===== config.mk =====
export PLATFORM = sky130hd
export DESIGN_NAME = key_switch_command_mapper_flat
export DESIGN_NICKNAME = d
export VERILOG_FILES = /design/src/rtl/kscm_pkg.sv /design/src/rtl/kscm_if.sv /design/src/rtl/kscm_cell.sv /design/src/rtl/key_switch_command_mapper.sv /design/src/flat_wrapper.sv
export SDC_FILE = /design/constraint.sdc
export NUM_CORES = 1
export LEC_CHECK = 0
export BUFFER_PORTS_ARGS = -buffer_cell sky130_fd_sc_hd__buf_2
export CORE_MARGIN = 4
export CORE_UTILIZATION = 43
export DETAILED_ROUTE_END_ITERATION = 10
export PLACE_DENSITY_LB_ADDON = 0.3
export SYNTH_ARGS = -nofsm -noshare
export SYNTH_HDL_FRONTEND = slang
export SYNTH_HIERARCHICAL = 1
export SYNTH_SLANG_ARGS = --single-unit

===== constraint.sdc =====
create_clock -name clk -period 13.6 [get_ports clk]
set_input_delay 0.68 -clock clk [delete_from_list [all_inputs] [get_ports clk]]
set_output_delay 0.68 -clock clk [all_outputs]
set_load 0.1 [all_outputs]

===== src/rtl/kscm_pkg.sv =====
// ---------------------------------------------------------------------------
// kscm_pkg
// Shared types and constants of the key and switch command mapper.
// ---------------------------------------------------------------------------
package kscm_pkg;

  localparam int MAX_ENTRIES = 8;
  localparam int IDX_W       = 3;
  localparam int SW_W        = 2;
  localparam int MAX_KEY_W   = 16;
  localparam int ENTRY_W     = 23;

  // map entry register layout
  localparam int LSW_LSB  = 16;
  localparam int RSW_LSB  = 18;
  localparam int MODE_LSB = 20;
  localparam int EN_BIT   = 22;

  localparam logic [SW_W-1:0] SW_ANY = 2'd0;

  typedef enum logic [1:0] {
    MODE_PRESS  = 2'd0,
    MODE_HOLD   = 2'd1,
    MODE_REPEAT = 2'd2,
    MODE_TOGGLE = 2'd3
  } mode_t;

  typedef enum logic {
    ACT_ADD    = 1'b0,
    ACT_REMOVE = 1'b1
  } action_t;

  // action offered by the cell holding the request token
  typedef struct packed {
    logic    vld;
    action_t action;
  } cell_act_t;

endpackage


===== src/rtl/kscm_if.sv =====
// ---------------------------------------------------------------------------
// kscm_if
// Valid/ready channels of the command mapper: snapshot requests, actions
// and map entry writes.
// ---------------------------------------------------------------------------
interface kscm_in_if;
  logic                             valid;
  logic                             ready;
  logic [kscm_pkg::MAX_KEY_W-1:0]   key_bits;
  logic [kscm_pkg::SW_W-1:0]        left_sw;
  logic [kscm_pkg::SW_W-1:0]        right_sw;
  logic [kscm_pkg::MAX_ENTRIES-1:0] scheduled_mask;

  modport source (output valid, key_bits, left_sw, right_sw, scheduled_mask,
                  input ready);
  modport sink (input valid, key_bits, left_sw, right_sw, scheduled_mask,
                output ready);
endinterface

interface kscm_out_if;
  logic                       valid;
  logic                       ready;
  logic [kscm_pkg::IDX_W-1:0] entry_index;
  logic                       action;
  logic                       last;

  modport source (output valid, entry_index, action, last, input ready);
  modport sink (input valid, entry_index, action, last, output ready);
endinterface

interface kscm_cfg_if;
  logic                         valid;
  logic                         ready;
  logic [kscm_pkg::IDX_W-1:0]   index;
  logic [kscm_pkg::ENTRY_W-1:0] data;

  modport source (output valid, index, data, input ready);
  modport sink (input valid, index, data, output ready);
endinterface


===== src/rtl/kscm_cell.sv =====
// ---------------------------------------------------------------------------
// kscm_cell
// One map entry: holds its configuration and pressed/toggled flags, checks
// the snapshot when the request token sits here and passes it on.
// ---------------------------------------------------------------------------
module kscm_cell #(
  parameter int CELL_IDX = 0,
  parameter int KEY_BITS = 16
) (
  input  logic                              clk,
  input  logic                              rst_n,
  input  logic                              shift,
  input  logic                              tok_i,
  input  logic [KEY_BITS-1:0]               keys_i,
  input  logic [kscm_pkg::SW_W-1:0]         lsw_i,
  input  logic [kscm_pkg::SW_W-1:0]         rsw_i,
  input  logic [kscm_pkg::MAX_ENTRIES-1:0]  sched_i,
  input  logic                              cfg_we,
  input  logic [kscm_pkg::ENTRY_W-1:0]      cfg_data,
  output logic                              tok_o,
  output logic [KEY_BITS-1:0]               keys_o,
  output logic [kscm_pkg::SW_W-1:0]         lsw_o,
  output logic [kscm_pkg::SW_W-1:0]         rsw_o,
  output logic [kscm_pkg::MAX_ENTRIES-1:0]  sched_o,
  output kscm_pkg::cell_act_t               act_o
);

  logic                             tok_r;
  logic [KEY_BITS-1:0]              keys_r;
  logic [kscm_pkg::SW_W-1:0]        lsw_r;
  logic [kscm_pkg::SW_W-1:0]        rsw_r;
  logic [kscm_pkg::MAX_ENTRIES-1:0] sched_r;

  logic [KEY_BITS-1:0]              kmask_r;
  logic [kscm_pkg::SW_W-1:0]        lpat_r;
  logic [kscm_pkg::SW_W-1:0]        rpat_r;
  kscm_pkg::mode_t                  mode_r;
  logic                             en_r;
  logic                             pressed_r;
  logic                             toggled_r;
  logic                             pressed_nxt;
  logic                             toggled_nxt;

  logic                             match;
  logic                             act_vld;
  kscm_pkg::action_t                act_kind;
  logic                             eval;

  assign match = (lpat_r == kscm_pkg::SW_ANY || lpat_r == lsw_r) &&
                 (rpat_r == kscm_pkg::SW_ANY || rpat_r == rsw_r) &&
                 ((keys_r & kmask_r) == kmask_r);

  always_comb begin
    act_vld     = 1'b0;
    act_kind    = kscm_pkg::ACT_ADD;
    pressed_nxt = pressed_r;
    toggled_nxt = toggled_r;
    if (match) begin
      case (mode_r)
        kscm_pkg::MODE_PRESS, kscm_pkg::MODE_HOLD: begin
          if (!pressed_r) begin
            act_vld     = 1'b1;
            pressed_nxt = 1'b1;
          end
        end
        kscm_pkg::MODE_REPEAT: begin
          act_vld = !sched_r[CELL_IDX];
        end
        kscm_pkg::MODE_TOGGLE: begin
          if (!pressed_r) begin
            act_vld     = 1'b1;
            act_kind    = toggled_r ? kscm_pkg::ACT_REMOVE : kscm_pkg::ACT_ADD;
            toggled_nxt = !toggled_r;
            pressed_nxt = 1'b1;
          end
        end
        default: begin
          act_vld = 1'b0;
        end
      endcase
    end else begin
      // released: hold drops its command, hold-repeat always asks for removal
      if ((mode_r == kscm_pkg::MODE_HOLD && pressed_r) ||
          mode_r == kscm_pkg::MODE_REPEAT) begin
        act_vld  = 1'b1;
        act_kind = kscm_pkg::ACT_REMOVE;
      end
      pressed_nxt = 1'b0;
    end
  end

  assign eval  = tok_r && en_r && shift;
  assign act_o = kscm_pkg::cell_act_t'{vld: tok_r && en_r && act_vld, action: act_kind};

  always_ff @(posedge clk) begin
    if (!rst_n) begin
      tok_r     <= 1'b0;
      kmask_r   <= '0;
      lpat_r    <= '0;
      rpat_r    <= '0;
      mode_r    <= kscm_pkg::MODE_PRESS;
      en_r      <= 1'b0;
      pressed_r <= 1'b0;
      toggled_r <= 1'b0;
    end else begin
      if (shift) begin
        tok_r <= tok_i;
      end
      if (cfg_we) begin
        // a new mapping starts with fresh flags
        kmask_r   <= cfg_data[KEY_BITS-1:0];
        lpat_r    <= cfg_data[kscm_pkg::LSW_LSB +: kscm_pkg::SW_W];
        rpat_r    <= cfg_data[kscm_pkg::RSW_LSB +: kscm_pkg::SW_W];
        mode_r    <= kscm_pkg::mode_t'(cfg_data[kscm_pkg::MODE_LSB +: 2]);
        en_r      <= cfg_data[kscm_pkg::EN_BIT];
        pressed_r <= 1'b0;
        toggled_r <= 1'b0;
      end else if (eval) begin
        pressed_r <= pressed_nxt;
        toggled_r <= toggled_nxt;
      end
    end
  end

  always_ff @(posedge clk) begin
    if (shift) begin
      keys_r  <= keys_i;
      lsw_r   <= lsw_i;
      rsw_r   <= rsw_i;
      sched_r <= sched_i;
    end
  end

  assign tok_o   = tok_r;
  assign keys_o  = keys_r;
  assign lsw_o   = lsw_r;
  assign rsw_o   = rsw_r;
  assign sched_o = sched_r;

endmodule


===== src/rtl/key_switch_command_mapper.sv =====
// ---------------------------------------------------------------------------
// key_switch_command_mapper
// Maps remote key/switch snapshots to add/remove command actions through a
// chain of map entry cells.
// ---------------------------------------------------------------------------
// the request token walks the cell chain; each action is held in a pending register
//   and then in the output register; a new request is accepted only after the token
//   walk through the cell chain and the flush step, and output stalls hold the chain
// reset: synchronous, clears all map entries, pressed and toggled flags
// ---------------------------------------------------------------------------
module key_switch_command_mapper #(
  parameter int NUM_ENTRIES = 8,
  parameter int KEY_BITS    = 16
) (
  input  logic        clk,
  input  logic        rst_n,
  kscm_in_if.sink     in_req,
  kscm_out_if.source  out_res,
  kscm_cfg_if.sink    cfg_wr
);

  localparam int IDX_W = kscm_pkg::IDX_W;

  logic                             chain_tok   [NUM_ENTRIES+1];
  logic [KEY_BITS-1:0]              chain_keys  [NUM_ENTRIES+1];
  logic [kscm_pkg::SW_W-1:0]        chain_lsw   [NUM_ENTRIES+1];
  logic [kscm_pkg::SW_W-1:0]        chain_rsw   [NUM_ENTRIES+1];
  logic [kscm_pkg::MAX_ENTRIES-1:0] chain_sched [NUM_ENTRIES+1];
  kscm_pkg::cell_act_t              cell_act    [NUM_ENTRIES];
  logic [NUM_ENTRIES-1:0]           tok_vec;

  logic                 busy_r;
  logic                 fin_r;
  logic                 fin_nxt;
  logic                 pend_vld_r;
  logic [IDX_W-1:0]     pend_idx_r;
  kscm_pkg::action_t    pend_act_r;
  logic                 out_vld_r;
  logic [IDX_W-1:0]     out_idx_r;
  kscm_pkg::action_t    out_act_r;
  logic                 out_last_r;

  logic                 load;
  logic                 act_any;
  logic [IDX_W-1:0]     act_idx;
  kscm_pkg::action_t    act_kind;
  logic                 out_free;
  logic                 shift;
  logic                 fin_done;
  logic                 push;

  assign in_req.ready = !busy_r;
  assign cfg_wr.ready = 1'b1;
  assign load         = in_req.valid && !busy_r;

  assign chain_tok[0]   = load;
  assign chain_keys[0]  = in_req.key_bits[KEY_BITS-1:0];
  assign chain_lsw[0]   = in_req.left_sw;
  assign chain_rsw[0]   = in_req.right_sw;
  assign chain_sched[0] = in_req.scheduled_mask;

  for (genvar g = 0; g < NUM_ENTRIES; g++) begin : g_cell
    kscm_cell #(
      .CELL_IDX (g),
      .KEY_BITS (KEY_BITS)
    ) u_cell (
      .clk      (clk),
      .rst_n    (rst_n),
      .shift    (shift),
      .tok_i    (chain_tok[g]),
      .keys_i   (chain_keys[g]),
      .lsw_i    (chain_lsw[g]),
      .rsw_i    (chain_rsw[g]),
      .sched_i  (chain_sched[g]),
      .cfg_we   (cfg_wr.valid && cfg_wr.index == IDX_W'(g)),
      .cfg_data (cfg_wr.data),
      .tok_o    (chain_tok[g+1]),
      .keys_o   (chain_keys[g+1]),
      .lsw_o    (chain_lsw[g+1]),
      .rsw_o    (chain_rsw[g+1]),
      .sched_o  (chain_sched[g+1]),
      .act_o    (cell_act[g])
    );
    assign tok_vec[g] = chain_tok[g+1];
  end

  // only the token holder can offer an action
  always_comb begin
    act_any  = 1'b0;
    act_idx  = '0;
    act_kind = kscm_pkg::ACT_ADD;
    for (int i = 0; i < NUM_ENTRIES; i++) begin
      if (cell_act[i].vld) begin
        act_any  = 1'b1;
        act_idx  = IDX_W'(i);
        act_kind = cell_act[i].action;
      end
    end
  end

  // a new action pushes the held one out with last clear; the flush step
  // sends the held one with last set
  assign out_free = !out_vld_r || out_res.ready;
  assign shift    = !(act_any && pend_vld_r && !out_free);
  assign fin_done = fin_r && (!pend_vld_r || out_free);
  assign push     = (act_any && pend_vld_r && shift) || (fin_r && pend_vld_r && out_free);
  assign fin_nxt  = fin_r ? !fin_done : (shift && chain_tok[NUM_ENTRIES]);

  always_ff @(posedge clk) begin
    if (!rst_n) begin
      busy_r     <= 1'b0;
      fin_r      <= 1'b0;
      pend_vld_r <= 1'b0;
      out_vld_r  <= 1'b0;
    end else begin
      if (load) begin
        busy_r <= 1'b1;
      end else if (fin_done) begin
        busy_r <= 1'b0;
      end
      fin_r <= fin_nxt;
      if (act_any && shift) begin
        pend_vld_r <= 1'b1;
      end else if (fin_r && out_free) begin
        pend_vld_r <= 1'b0;
      end
      if (push) begin
        out_vld_r <= 1'b1;
      end else if (out_res.ready) begin
        out_vld_r <= 1'b0;
      end
    end
  end

  always_ff @(posedge clk) begin
    if (act_any && shift) begin
      pend_idx_r <= act_idx;
      pend_act_r <= act_kind;
    end
    if (push) begin
      out_idx_r  <= pend_idx_r;
      out_act_r  <= pend_act_r;
      out_last_r <= fin_r;
    end
  end

  assign out_res.valid       = out_vld_r;
  assign out_res.entry_index = out_idx_r;
  assign out_res.action      = out_act_r;
  assign out_res.last        = out_last_r;

  // a single request token lives in the chain or the flush step
  a_one_token : assert property (@(posedge clk) disable iff (!rst_n)
    $onehot0({tok_vec, fin_r}))
    else $error("more than one request token in flight");

  // while idle nothing is held back or in flight
  a_idle_empty : assert property (@(posedge clk) disable iff (!rst_n)
    !busy_r |-> (!pend_vld_r && tok_vec == '0 && !fin_r))
    else $error("idle with work outstanding");

  // a flush with nothing held frees the block at once
  a_flush_free : assert property (@(posedge clk) disable iff (!rst_n)
    (fin_r && !pend_vld_r) |=> !busy_r)
    else $error("flush did not release the block");

endmodule


===== src/flat_wrapper.sv =====
// flat-port wrapper written by rule: the top's interface ports become plain ports
module key_switch_command_mapper_flat 
#(
  parameter int NUM_ENTRIES = 8,
  parameter int KEY_BITS    = 16
)
  (clk, rst_n, in_req_valid, in_req_key_bits, in_req_left_sw, in_req_right_sw, in_req_scheduled_mask, in_req_ready, out_res_valid, out_res_entry_index, out_res_action, out_res_last, out_res_ready, cfg_wr_valid, cfg_wr_index, cfg_wr_data, cfg_wr_ready);
  kscm_in_if in_req_i ();
  kscm_out_if out_res_i ();
  kscm_cfg_if cfg_wr_i ();
  input  logic clk;
  input  logic rst_n;
  input wire logic [$bits(in_req_i.valid)-1:0] in_req_valid;
  input wire logic [$bits(in_req_i.key_bits)-1:0] in_req_key_bits;
  input wire logic [$bits(in_req_i.left_sw)-1:0] in_req_left_sw;
  input wire logic [$bits(in_req_i.right_sw)-1:0] in_req_right_sw;
  input wire logic [$bits(in_req_i.scheduled_mask)-1:0] in_req_scheduled_mask;
  output wire logic [$bits(in_req_i.ready)-1:0] in_req_ready;
  output wire logic [$bits(out_res_i.valid)-1:0] out_res_valid;
  output wire logic [$bits(out_res_i.entry_index)-1:0] out_res_entry_index;
  output wire logic [$bits(out_res_i.action)-1:0] out_res_action;
  output wire logic [$bits(out_res_i.last)-1:0] out_res_last;
  input wire logic [$bits(out_res_i.ready)-1:0] out_res_ready;
  input wire logic [$bits(cfg_wr_i.valid)-1:0] cfg_wr_valid;
  input wire logic [$bits(cfg_wr_i.index)-1:0] cfg_wr_index;
  input wire logic [$bits(cfg_wr_i.data)-1:0] cfg_wr_data;
  output wire logic [$bits(cfg_wr_i.ready)-1:0] cfg_wr_ready;
  assign in_req_i.valid = in_req_valid;
  assign in_req_i.key_bits = in_req_key_bits;
  assign in_req_i.left_sw = in_req_left_sw;
  assign in_req_i.right_sw = in_req_right_sw;
  assign in_req_i.scheduled_mask = in_req_scheduled_mask;
  assign in_req_ready = in_req_i.ready;
  assign out_res_valid = out_res_i.valid;
  assign out_res_entry_index = out_res_i.entry_index;
  assign out_res_action = out_res_i.action;
  assign out_res_last = out_res_i.last;
  assign out_res_i.ready = out_res_ready;
  assign cfg_wr_i.valid = cfg_wr_valid;
  assign cfg_wr_i.index = cfg_wr_index;
  assign cfg_wr_i.data = cfg_wr_data;
  assign cfg_wr_ready = cfg_wr_i.ready;
  key_switch_command_mapper #(.NUM_ENTRIES(NUM_ENTRIES), .KEY_BITS(KEY_BITS)) u_core (.clk(clk), .rst_n(rst_n), .in_req(in_req_i), .out_res(out_res_i), .cfg_wr(cfg_wr_i));
endmodule

Word level (Yosys, flattened, before mapping)
Index checks and enable logic that the tools add are counted.
{ "word_totals": {"regBits": 445, "latchBits": 0, "ramBits": 0, "romBits": 0, "output_inout_bits": 8, "wordCells": 473, "n_memories": 0} }
{ "op_classes": {"n_addsub": 0, "multipliers": 0, "div_mod_pow": 0, "magnitude_cmp": 0, "eq_ne": 63, "shifts": 0, "mux": 109, "bitwise_logic": 17, "n_reduce_logical": 177} }
{ "op_table": {"columns": ["op", "count"], "rows": [
  ["16-bit AND", 8],
  ["16-bit equality test", 8],
  ["1-bit 2-to-1 mux", 97],
  ["1-bit logical AND", 66],
  ["2-bit zero test", 24],
  ["2-bit equality test", 16],
  ["2-bit equality test, second input constant", 16],
  ["4-bit AND reduction", 8],
  ["1-bit logical OR", 27],
  ["3-bit OR reduction", 8],
  ["1-bit zero test", 22],
  ["2-bit OR reduction", 9],
  ["2-bit by 1-bit equality test with 1-bit output, second input constant", 8],
  ["2-bit != test, second input constant", 8],
  ["1-bit case mux with 2 select lines", 8],
  ["2-bit AND reduction", 8],
  ["3-bit equality test, second input constant", 4],
  ["1-bit NOT", 9],
  ["2-bit 2-to-1 mux", 4],
  ["3-bit by 2-bit equality test with 1-bit output, second input constant", 2],
  ["2-bit nonzero test", 3],
  ["4-bit OR reduction", 1],
  ["3-bit by 1-bit equality test with 1-bit output, second input constant", 1],
  ["3-bit zero test", 1]
]} }

Depth between registers and ports, before layout
Gate-level depths: netlist of run 1.
{ "logic_depth": {"depth_word": 20, "mapped_depth": 13, "mapped_depth_nobuf": 12} }

By module
The synthesis of run 1 kept the hierarchy.
{ "by_module_without_submodules": {"columns": ["module", "instances", "cells_each", "area_each_um2", "seq_area_each_um2"], "rows": [
  ["kscm_cell", 8, 164, 2132.0, 1361.3],
  ["key_switch_command_mapper", 1, 70, 669.4, 350.3]
]} }

Worst setup path before layout of run 1
OpenSTA, ideal clock, no wires.
{ "synth_path": {"path_kind": "register to register", "startpoint": "reg u_core.g_cell[6].u_cell.rsw_r (netlist bit u_core/g_cell[6].u_cell/rsw_o[1])", "endpoint": "reg u_core.g_cell[0].u_cell.toggled_r", "t_arrival_ns": 10.041, "t_required_ns": 13.530, "path_slack_ns": 3.489, "path_stages_with_launch": 14, "n_path_buf": 1, "period_less_slack_ns": 10.111, "path_cell_list": "edfxtp_1 or2b_1 a21boi_0 or4_1 or2_1 buf_6 o21ai_0 o211ai_1 or4_4 o211ai_2 and3_2 nand4b_1 or3_1 a21oi_1"} }
{ "synth_rtl": {"columns": ["element", "line_no", "text"], "rows": [
  ["start: declaration", "kscm_cell.sv:31", "logic [kscm_pkg::SW_W-1:0] rsw_r;"],
  ["start signal: assignment", "kscm_cell.sv:129", "rsw_r <= rsw_i;"],
  ["end signal: assignment", "kscm_cell.sv:120", "toggled_r <= toggled_nxt;"],
  ["end: declaration", "kscm_cell.sv:40", "logic toggled_r;"]
]} }

==> results_dict.tcl, run 1 <==
set metrics [dict create \
    rows 72 \
    h-tree-depth 2 \
    syn_area_um2 16900 \
    antenna_found_initial 1 \
    yosysWarnings 6 \
    postCtsResizedCells 0 \
    tritoncts "yes" \
    worst-setup-path-type "reg2reg" \
    ant_nets 0 \
    wire_per_inst_um 16.1 \
    cts_setup_buffers 0 \
    max_freq_ghz 0.201 \
    worst-endpoint-required_ns 14.07 \
    cp_top_family "simple AND/OR/NAND/NOR gates" \
    drt_wl_total_um 31800 \
    grt_pass1_wl_um 51700 \
    start_kind "register" \
    rsz0062_at_grt "false" \
    drv_slew 0 \
    cts.path.max_buffers 3 \
    nets 1477 \
    hold_buffers 0 \
    hold_start "in_req_key_bits[15]" \
    finClkSkew_ns 0.0220 \
    cts_inserted_buffers 43 \
    root_buffer "clkbuf_16" \
    area_delta_synth_final_pct 12.6 \
    hold_viol_final 0 \
    fin_crit_ns 4.97 \
    hp-class "in2reg" \
    initial_core_util_pct 43.6 \
    via_count 9817 \
    pin_count 67 \
    coreArea_um2 38700 \
    crit_chain "nor2b_1 > a2111oi_0 > nand4_1 > or2_1 > o21ai_0 > o211ai_1 > or4_1 > o211ai_4 > buf_12 > and3_2 > nand4b_1 > or3_1 > a21oi_1" \
    die_width_um 206 \
    synthCells 1354 \
    gp_congestion 0.818 \
    critPathBufInv 1 \
    syn_area_per_cell_um2 12.5 \
    synth_fp_nets 1413 \
    worstMarginPinSlew_ns 1.13 \
    status "finished clean" \
    firstDrtPassIters 4 \
    clk_latency_ns 0.54 \
    relSlewSlack_pct 22.4 \
    path_clk_slew_ns 0.06 \
    tns_ns 0 \
    rr_startpoint "u_core/g_cell[0].u_cell/kmask_r[4]" \
    drive_gt1_share_pct 11.9 \
    crit_path_top_delay_cell "a2111oi_0" \
    die-area_um2 42500 \
    drc 0 \
    gr-total-overflow 0 \
    grt_use_total_pct 15.1 \
    first_iter_violations 564 \
    fin_area_um2 19000 \
    setup_viol 0 \
    startpoint "u_core/g_cell[0].u_cell/kmask_r[4]" \
    placed_area_um2 17600 \
    maxCapViolCount 0 \
    end_kind "register" \
    die_y_um 206 \
    clkSinkCount 417 \
    critPathMaxFanout 167 \
    place_hpwl_um 21000 \
    cp_slowest_stage_delay_ns 0.97 \
    place.port_buffers 65 \
    cp.arrival_ns 5.44 \
    ir_drop_v 0.0000904 \
    fin_crit_sh_pct 36.5 \
    grt_max_degree 168 \
    vias_per_cell 4.98 \
    p_leak_uw 0.00671 \
    grt_pass1_vias 9864 \
    powerDensity_nw_per_um2 139 \
]
-- final timing paths --
kind / slack [ns] / to / cells past startpoint
max reg2reg: 8.63 / u_core/g_cell[0].u_cell/toggled_r / 13
max: 8.63 / u_core/g_cell[0].u_cell/toggled_r / 13
min reg2reg: 0.42 / u_core/g_cell[4].u_cell/sched_o[6] / 0
min: 0.32 / u_core/g_cell[0].u_cell/keys_o[15] / 1
-- registers in the layout (all words and copies together), names as in the netlist, 3 cells and up --
signal                          count
u_core/g_cell.u_cell/mode_r        16
u_core/g_cell.u_cell/rsw_o         16
u_core/g_cell.u_cell/lpat_r        16
u_core/g_cell.u_cell/rpat_r        16
u_core/g_cell.u_cell/keys_o       128
u_core/g_cell.u_cell/pressed_r      8
u_core/g_cell.u_cell/en_r           8
u_core/pend_idx_r                   3
u_core/g_cell.u_cell/toggled_r      8
u_core/g_cell.u_cell/kmask_r      128
u_core/g_cell.u_cell/tok_o          8
u_core/out_res.entry_index          3
u_core/g_cell.u_cell/lsw_o         16
u_core/g_cell.u_cell/sched_o       36
-- stage by stage --
stage,std cells,power [uW],hold slack (ns),setup WS (ns),util [%]
final,1970,2640,0.317,8.63,49.1
after global routing,1970,2750,0.287,8.22,49.1
after CTS,1969,2680,0.288,8.30,49.1
after detailed placement,1891,1530,0.405,8.32,45.5
after global placement,1891,1520,0.401,8.49,45.5
after floorplan,1354,1490,0.400,4.29,-
-- area by class of cell --
class | count | area, um^2
Sequential cell | 417 | 10400
Tap cell | 518 | 648
Inverter | 43 | 161
Fill cell | 3386 | 19700
Multi-Input combinational cell | 837 | 5990
Clock inverter | 23 | 196
Clock buffer | 55 | 1190
Antenna cell | 1 | 2.50
Timing Repair Buffer | 76 | 423
-- where the power goes --
part	leakage (uW)	switching (uW)	total (uW)	internal [uW]
clock	0.000688	469	1140	676
sequential	0.00388	22.8	1380	1360
combinational	0.00214	67.0	114	47.4
-- routing by layer --
layer  track usage [%]  wire length [um]  up-vias
met2              24.1             14700      159
li1                  -                 -     4918
met3              2.53              1090       58
met5                 0                 0        -
met1              20.8             15200     4682
met4              5.23               846        0
-- cell usage in the layout, fill, tap and decap left out, types with 8 or more instances in the layout --
| cell type | instances |
|---|---|
| a2111oi_0 | 32 |
| a211oi_1 | 8 |
| a21boi_0 | 24 |
| a21boi_1 | 8 |
| a21oi_1 | 37 |
| a31oi_1 | 9 |
| and3_2 | 8 |
| buf_2 | 64 |
| buf_4 | 11 |
| clkbuf_16 | 43 |
| clkinv_2 | 11 |
| dfxtp_1 | 212 |
| edfxtp_1 | 205 |
| inv_1 | 43 |
| mux2i_1 | 192 |
| nand2_1 | 32 |
| nand2b_1 | 29 |
| nand3_1 | 17 |
| nand4_1 | 8 |
| nand4b_1 | 8 |
| nor2_1 | 21 |
| nor2b_1 | 299 |
| nor3_1 | 8 |
| o211ai_1 | 8 |
| o21ai_0 | 18 |
| or2_1 | 9 |
| or2b_1 | 16 |
| or2b_2 | 8 |
| or3_1 | 8 |
| or4_1 | 10 |
Note: power is estimated with default switching activity, not from simulation.
==> inputs of run 2 (changes only) <==
Clock period 13.6 ns to 5.2 ns, I/O delays scaled along.
==> results_dict.tcl, run 2 (synthesis gave the netlist of run 1 again) <==
set metrics [dict create \
    cts_inserted_buffers 43 \
    worst-setup-path-type "reg2reg" \
    worstMarginPinSlew_ns 1.09 \
    die-area_um2 42500 \
    firstDrtPassIters 5 \
    cts_setup_buffers 0 \
    placed_area_um2 17700 \
    p_sw_share_pct 20.9 \
    worst-endpoint-required_ns 5.63 \
    gp_congestion 0.777 \
    area_delta_synth_final_pct 15.1 \
    fin_area_um2 19400 \
    net-switching-power_uw 1470 \
    p_int_uw 5540 \
    final_cell_mix "nor2b_1, dfxtp_1, edfxtp_1" \
    grt_pass1_wl_um 52300 \
    diodes 0 \
    clkSinkCount 417 \
    powerDensity_nw_per_um2 361 \
    nets 1512 \
    die_y_um 206 \
    fin_crit_sh_pct 88.9 \
    rows 72 \
    comb_power_share_pct 4.6 \
    hold_viol_final 0 \
    tns_ns 0 \
    maxCapViolCount 0 \
    setup_viol 0 \
    root_buffer "clkbuf_16" \
    pin_count 67 \
    hp-class "in2reg" \
    critPathBufInv 1 \
    critPathMaxFanout 43 \
    first_iter_violations 446 \
    path_clk_slew_ns 0.06 \
    status "finished clean" \
    cp_top_family "compound AO/OA/AOI/OAI gates" \
    clockPowerShare_pct 43.9 \
    drt_wl_total_um 31900 \
    crit_chain "nor2b_1 > a2111oi_0 > nand4_1 > or2_1 > o21ai_0 > o211ai_1 > or4_4 > o211ai_4 > buf_4 > mux2i_1 > nor2b_1" \
    vias_per_cell 4.95 \
    start_kind "register" \
    num-fill-cells 3397 \
    fin_crit_ns 4.62 \
    crit_path_top_delay_cell "a2111oi_0" \
    postCtsResizedCells 0 \
    ir_drop_v 0.000197 \
    ant_nets 0 \
    gr-total-overflow 0 \
    seq_power_share_pct 51.6 \
    grt_max_degree 105 \
    tritoncts "yes" \
    final_common_cell "nor2b_1" \
    end_kind "register" \
    cp.arrival_ns 5.05 \
    antenna_found_initial 0 \
    coreArea_um2 38700 \
    drive_gt1_share_pct 12.1 \
    max_freq_ghz 0.216 \
    via_count 9912 \
    drv_slew 0 \
    cts.path.max_buffers 3 \
    h-tree-depth 2 \
    place.port_buffers 65 \
    drc 0 \
    clk_latency_ns 0.54 \
    die_width_um 206 \
    cp_slowest_stage_delay_ns 0.94 \
    finClkSkew_ns 0.0213 \
    p_leak_uw 0.00689 \
    crit_top_cell "nor2b_1" \
    place_hpwl_um 21500 \
    relSlewSlack_pct 25.4 \
    grt_use_total_pct 15.2 \
    wire_per_inst_um 15.9 \
    hold_buffers 28 \
    grt_pass1_vias 9980 \
    rsz0062_at_grt "false" \
    initial_core_util_pct 43.6 \
]
[run 2: cell type report]
class	instances	area (um^2)	share of cell area [%]
sequential	417	10400	53.5
multi-input combinational	837	6000	30.9
clock buffer	58	1220	6.30
timing repair buffer	111	793	4.08
tap	518	648	3.33
clock inverter	20	208	1.07
inverter	43	161	0.830
[run 2: worst paths after layout]
path	startpoint	endpoint	slack [ns]	cells past startpoint
hold reg to reg	u_core/g_cell[3].u_cell/sched_o[7]	u_core/g_cell[4].u_cell/sched_o[7]	0.42	0
setup / recovery	u_core/g_cell[0].u_cell/kmask_r[4]	u_core/g_cell[0].u_cell/tok_o	0.58	11
hold / removal	in_req_valid	u_core/busy_r	0.05	3
setup reg to reg	u_core/g_cell[0].u_cell/kmask_r[4]	u_core/g_cell[0].u_cell/tok_o	0.58	11
[run 2: through the flow]
| step | instances | worst slack (ns) | power, uW | hold slack [ns] | utilization, % |
|---|---|---|---|---|---|
| global route | 2004 | 0.201 | 7280 | 0.0725 | 50.2 |
| CTS | 2004 | 0.352 | 7110 | 0.0243 | 50.2 |
| floorplan | 1354 | -1.76 | 3890 | 0.359 | - |
| finish | 2004 | 0.577 | 7010 | 0.0483 | 50.2 |
| global placement | 1898 | 0.500 | 3990 | 0.402 | 45.8 |
| detailed placement | 1898 | 0.380 | 4000 | 0.405 | 45.8 |
[run 2: worst register-to-register path, stage by stage (launching register included)]
cell and delay [ns]:
dfxtp_1 0.31, nor2b_1 0.12, a2111oi_0 0.94, nand4_1 0.32, or2_1 0.37, o21ai_0 0.18
o211ai_1 0.18, or4_4 0.60, o211ai_4 0.60, buf_4 0.58, mux2i_1 0.27, nor2b_1 0.06
[run 2: power by group through the flow]
stage	Sequential [uW]	Clock (uW)	Combinational, uW
final	3610	3080	321
after CTS	3610	3160	326
after global routing	3630	3290	357
after detailed placement	3690	0	310
after floorplan	3660	0	225
after global placement	3680	0	304
[run 2: metal layers]
layer / vias to the layer above / track usage [%] / wire (um) / part of all wire [%]
met4: 0 / 4.16 / 646 / 2.0
met3: 47 / 2.53 / 1130 / 3.5
met2: 158 / 24.9 / 14700 / 46
met5: - / 0 / 0 / 0
li1: 4986 / - / - / -
met1: 4721 / 21.0 / 15400 / 48
